===== config.mk =====
export PLATFORM = sky130hd
export DESIGN_NAME = fsc_front
export DESIGN_NICKNAME = d
export VERILOG_FILES = /design/src/rtl/core/fsc_pkg.sv /design/src/rtl/core/fsc_front.sv
export SDC_FILE = /design/constraint.sdc
export NUM_CORES = 1
export LEC_CHECK = 0
export ABC_AREA = 1
export BUFFER_PORTS_ARGS = -buffer_cell sky130_fd_sc_hd__buf_2
export CAP_MARGIN = 20
export CORE_ASPECT_RATIO = 1.5
export CORE_UTILIZATION = 40
export CTS_CLUSTER_SIZE = 24
export DETAILED_ROUTE_END_ITERATION = 12
export PLACE_DENSITY = 0.63
export SLEW_MARGIN = 15
export SYNTH_ARGS = -nofsm -noshare
export SYNTH_HDL_FRONTEND = slang
export SYNTH_SLANG_ARGS = --single-unit

===== constraint.sdc =====
create_clock -name i_clk -period 14.06 [get_ports i_clk]
set_input_delay 3.515 -clock i_clk [delete_from_list [all_inputs] [get_ports i_clk]]
set_output_delay 3.515 -clock i_clk [all_outputs]
set_load 0.005 [all_outputs]

===== src/rtl/core/fsc_pkg.sv =====
// Shared types, constants and helper functions for the frustum sphere cull block.
package fsc_pkg;

    localparam int PLANE_COUNT = 6;
    localparam int FIFO_DEPTH  = 2;
    localparam int SQRT_STEPS  = 32;
    localparam int DIV_STEPS   = 48;

    typedef logic signed [31:0] t_word;

    typedef struct packed {
        logic       is_test;
        logic [1:0] row;
        t_word      e0;
        t_word      e1;
        t_word      e2;
        t_word      e3;
    } t_item;

    typedef enum logic [1:0] {
        OP_ADD,
        OP_SUB,
        OP_COPY
    } t_op;

    typedef enum logic [3:0] {
        ST_IDLE,
        ST_BUILD,
        ST_SQ,
        ST_SQRT,
        ST_LENCHK,
        ST_DIVINIT,
        ST_DIV,
        ST_DIVWR,
        ST_TMAC,
        ST_TCMP,
        ST_OUT
    } t_state;

    function automatic t_op plane_op(input logic [2:0] p);
        t_op op;
        case (p)
            3'd0, 3'd2: op = OP_ADD;
            3'd4:       op = OP_COPY;
            default:    op = OP_SUB;
        endcase
        return op;
    endfunction

    function automatic logic [1:0] plane_col(input logic [2:0] p);
        logic [1:0] c;
        case (p)
            3'd0, 3'd1: c = 2'd0;
            3'd2, 3'd3: c = 2'd1;
            default:    c = 2'd2;
        endcase
        return c;
    endfunction

    function automatic t_word sat33(input logic signed [32:0] v);
        t_word r;
        if (v[32] != v[31]) begin
            r = v[32] ? 32'sh8000_0000 : 32'sh7FFF_FFFF;
        end else begin
            r = v[31:0];
        end
        return r;
    endfunction

    function automatic logic [31:0] mag32(input t_word v);
        logic [31:0] m;
        m = v[31] ? (~v + 32'd1) : v;
        return m;
    endfunction

endpackage


===== src/rtl/core/fsc_front.sv =====
// Front end: accepts transactions, classifies them and queues them for the back end.
module fsc_front
    import fsc_pkg::*;
(
    input  logic         i_clk,
    input  logic         i_rst_n,
    input  logic         i_s_tvalid,
    output logic         o_s_tready,
    input  logic [135:0] i_s_tdata,
    input  logic         i_s_tuser,
    output logic         o_valid,
    output t_item        o_item,
    input  logic         i_pop
);

    t_item      r_mem [FIFO_DEPTH];
    logic       r_wp;
    logic       r_rp;
    logic [1:0] r_cnt;
    t_item      w_item;
    logic       w_push;

    // classify: tuser carries the kind, tdata the row and the four words
    always_comb begin
        w_item.is_test = i_s_tuser;
        w_item.row     = i_s_tdata[1:0];
        w_item.e0      = i_s_tdata[33:2];
        w_item.e1      = i_s_tdata[65:34];
        w_item.e2      = i_s_tdata[97:66];
        w_item.e3      = i_s_tdata[129:98];
    end

    assign o_s_tready = (r_cnt != 2'(FIFO_DEPTH));
    assign w_push     = i_s_tvalid && o_s_tready;
    assign o_valid    = (r_cnt != 2'd0);
    assign o_item     = r_mem[r_rp];

    always_ff @(posedge i_clk) begin
        if (w_push) begin
            r_mem[r_wp] <= w_item;
        end
    end

    always_ff @(posedge i_clk) begin
        if (!i_rst_n) begin
            r_wp  <= 1'b0;
            r_rp  <= 1'b0;
            r_cnt <= 2'd0;
        end else begin
            if (w_push) begin
                r_wp <= ~r_wp;
            end
            if (i_pop) begin
                r_rp <= ~r_rp;
            end
            r_cnt <= r_cnt + 2'(w_push) - 2'(i_pop);
        end
    end

endmodule


Word-level counts from Yosys, hierarchy flattened
Memory sizes are Yosys's and may differ from the RTL's. A register that Yosys moved wholly into a read port is not among the register bits.
Cells that the tools add are included.
{"block": "totals", "n_memories": 1, "output_inout_bits": 133, "elab_cells": 15, "mem_bits_rw": 262, "inputBits": 141, "reg_bits": 4}
{"memory": "r_mem", "words": 2, "width": 131, "read_ports": 1, "rd_ports_with_merged_regs": 1, "wr": 1, "line_no": "fsc_front.sv:16", "rtl": "t_item r_mem [FIFO_DEPTH];"}
{"block": "op_classes", "eq_ne": 1, "n_addsub": 2, "muxes": 4, "bitwise_logic": 2, "n_reduce_logical": 2}
{"cell": "2-to-1 mux 1 bit", "n": 4}
{"cell": "adder 2 x 1 -> 2 bit", "n": 1}
{"cell": "!= test 2 bit (second input constant)", "n": 1}
{"cell": "inverter 1 bit", "n": 2}
{"cell": "nonzero test 2 bit", "n": 1}
{"cell": "subtractor 2 x 1 -> 2 bit", "n": 1}
{"cell": "logical AND 1 bit", "n": 1}

Depth between registers and ports, before layout
{"block": "depth", "depth_word": 4, "mapped_depth": 11, "depth_no_buf": 11}

Worst setup path before layout
OpenSTA, ideal clock, no wires.
{"block": "synth_timing", "path_type": "input-to-reg", "start": "input i_s_tvalid", "end": "memory r_mem[1][0] (netlist name) (enable)", "n_path_buf": 0, "setup_slack_ns": 4.304, "t_required_ns": 13.435, "cell_stages": 2, "setup_ns": 0.625, "t_arrival_ns": 9.131, "cell_sequence": "nand2_1 > nor2_1"}
{"block": "synth_via", "elab_chain_len": 3}
{"element": "start: declaration", "line_no": "fsc_front.sv:7", "rtl": "input logic i_s_tvalid,"}
{"element": "logical AND 1 bit", "line_no": "fsc_front.sv:34", "rtl": "assign w_push = i_s_tvalid && o_s_tready;"}
{"element": "2-to-1 mux 1 bit", "line_no": "fsc_front.sv:39", "rtl": "if (w_push) begin"}
{"element": "2-to-1 mux 1 bit (not written as such)", "line_no": "fsc_front.sv:40", "rtl": "r_mem[r_wp] <= w_item;"}
{"element": "end: declaration", "line_no": "fsc_front.sv:16"}
No other way between the ends.

==> summary.txt <==
Timing
  • Clock Skews: 0.0144 ns
  • RSZ-0062 raised after global routing: false
  • Final Cycle Share: 0.442
  • Max_slew headroom: 0.355
  • Clock period minus final worst setup slack: 6.21 ns
  • Max-slew violations: 0
  • Worst-margin pin slew: 0.968 ns
  • Final Hold Vio Count: 0
  • # setup viols final: 0
  • Setup TNS: 0 ns
  • Peak Freq: 161 MHz

GRT
  • Largest net degree at the start of global routing: 85
  • Grt total ovfl: 0
  • Total track usage: 0.142
  • Vias in the first global route: 5,385
  • First-pass GRT wire length: 28.0 mm
  • Antenna violations before repair: 2

Worst setup path
  • Crit path launch type: flip-flop
  • Worst EP required: 10.55 ns
  • Worst R2R Path Depth: 5
  • Critical path arrival: 2.70 ns
  • Crit. End Element: output port
  • Crit Path Max Fanout: 59
  • CP Class: flip-flop to output port

Clocking
  • Clock transition at path regs: 0.06 ns
  • H-tree depth: 1
  • CTS Buf Count: 26
  • Root Driver: clkbuf_16
  • CTS sink count: 267
  • Setup bufs post-CTS: 0
  • PostCTS Resize Cnt: 0
  • CTS tree: yes
  • Clock Latency Late Sink: 0.53 ns
  • CTS Hold Bufs: 0
  • CTS max path bufs: 3

Logic synthesis
  • Area contributors post-synth: edfxtp_1, mux2_4, mux2_2
  • Seq cells post-synth: 267
  • Distinct cells, synth: 14
  • Syn_area_per_cell: 22.8 µm²
  • Mapped Area: 10,000 µm²
  • Post-synth top area cell: edfxtp_1
  • Synth top area share: 0.783
  • Post-synthesis sequential area ratio: 0.793
  • Syn Inst Count: 441
  • Mapped Nets: 583
  • Yosys warns: 0

Floorplanning
  • Row cnt: 70
  • Initial Utilization: 0.410
  • Die H: 196 µm
  • DIE AREA: 25,800 µm²
  • Area of the core: 24,500 µm²
  • Ports: 274
  • Die width: 131 µm

Pwr
  • Sw power: 399 µW
  • Seq pwr share: 0.529
  • Power per Cell Area: 146 nW/µm²
  • Int Pwr: 1.44 mW
  • Worst VDD drop: 0.135 mV
  • Comb pwr share: 0.114
  • Clock group share of total power: 0.357
  • Switching share of total power: 0.217
  • Leakage: 4.88 nW

Placement
  • Dpl cell area: 11,700 µm²
  • Port bufs: 267
  • Global placement routability congestion: 0.692
  • Post-DP HPWL: 12.5 mm

Outcome
  • Status: complete, no violations

Routing
  • Pre-antenna DRT Iters: 4
  • WL per Instance: 17.4 µm
  • WL final: 18.7 mm
  • Initial DRC Count: 189
  • Via density: 4.66
  • Post-route ant nets: 0
  • Via Count: 4,997
  • DRC errors left: 0

Layout
  • Fillers: 2,061
  • Layout area overhead: 24.9%
  • Final net count: 870
  • Final Cell Area: 12,500 µm²
  • Layout cells sized above 1: 0.591

Worst hold path
  • Worst hold path type: flip-flop to flip-flop
  • Hold depth: 2

Job
  • Total of max-cap violations: 0
[final timing paths]
path | from | to | slack [ns]
worst min register to register | r_rp | r_rp | 0.50
worst max register to register | r_cnt[0] | r_mem[0][127] | 11.31
worst max-delay path | flip-flop | o_item[29] | 7.85
worst min-delay path | r_rp | r_rp | 0.50
[power by group through the flow]
stage	registers [mW]	clock network, mW	logic (mW)
after floorplan	0.995	0	0.124
after CTS	0.974	0.675	0.214
final	0.973	0.655	0.210
after global placement	0.986	0	0.207
after global routing	0.979	0.702	0.227
after detailed placement	0.991	0	0.212
[kinds of logic after synthesis]
family                     after synthesis  synth area share
DFF                                    267             0.793
muxes                                  131             0.180
buffers and inverters                   20            0.0166
and+or+nand+nor                         20           0.00759
AOI/OAI and AO/OA                        1          0.000498
xor gates and xnor gates                 1          0.000872
adders and majority gates                1           0.00124
[cell type report]
| class | instances | area, µm² | area share |
|---|---|---|---|
| well taps | 324 | 405 | 0.0323 |
| diodes | 1 | 2.50 | 0.000199 |
| clock inverters | 17 | 141 | 0.0113 |
| repair buffers | 274 | 1410 | 0.112 |
| clock buffers | 31 | 669 | 0.0533 |
| inverters | 5 | 18.8 | 0.00150 |
| multi-input cells | 154 | 1930 | 0.154 |
| flip-flops and latches | 267 | 7970 | 0.635 |
[cell usage after synthesis (all sizes together)]
master,instances
buf,15
a21oi,1
nand2,12
xnor2,1
nand3,1
dfxtp,5
mux2,131
inv,5
ha,1
edfxtp,262
nor2,7
[stage by stage]
| step | total power [mW] | setup slack (ns) | utilization | hold slack [ns] | std cells |
|---|---|---|---|---|---|
| global route | 1.91 | 7.68 | 0.512 | 0.564 | 1073 |
| finish | 1.84 | 7.85 | 0.512 | 0.499 | 1073 |
| detailed placement | 1.20 | 8.09 | 0.477 | 0.495 | 1023 |
| global placement | 1.19 | 8.17 | 0.477 | 0.480 | 1023 |
| floorplan | 1.12 | 4.30 | - | 0.463 | 441 |
| CTS | 1.86 | 7.75 | 0.510 | 0.510 | 1071 |
[critical path, cell delays in order (launching register included)]
cell and delay, ns:
dfxtp_4 0.72, buf_4 0.78, mux2_2 0.42, buf_2 0.13
[state kept, by name (all words and copies together) (netlist names), named ones only]
register and cells:
r_mem 262, r_cnt 2, r_rp 1, r_wp 1
[layout by cell type, fill, tap and decap left out]
cell | synthesis | routed
dfxtp_4 | 0 | 1
buf_16 | 0 | 1
mux2_2 | 41 | 41
nor2_1 | 7 | 5
edfxtp_1 | 262 | 262
clkbuf_16 | 0 | 26
clkbuf_1 | 0 | 5
clkinv_2 | 0 | 3
ha_1 | 1 | 1
buf_2 | 4 | 267
nand2_1 | 12 | 12
clkinvlp_4 | 0 | 1
inv_1 | 5 | 5
dfxtp_1 | 5 | 4
mux2_4 | 90 | 90
clkinv_8 | 0 | 1
nor2_4 | 0 | 2
inv_6 | 0 | 1
bufinv_16 | 0 | 2
a21oi_1 | 1 | 1
buf_4 | 0 | 6
diode_2 | 0 | 1
xnor2_1 | 1 | 1
clkinv_1 | 0 | 9
nand3_1 | 1 | 1
[routing by layer]
layer / vias up / global-route usage / part of all wire
met4: 2 / 0.0642 / 0.028
met3: 39 / 0.0401 / 0.069
met1: 2459 / 0.145 / 0.35
li1: 2313 / - / -
met5: - / 0 / 0.00070
met2: 184 / 0.265 / 0.55
(Power assumes the default switching activity.)
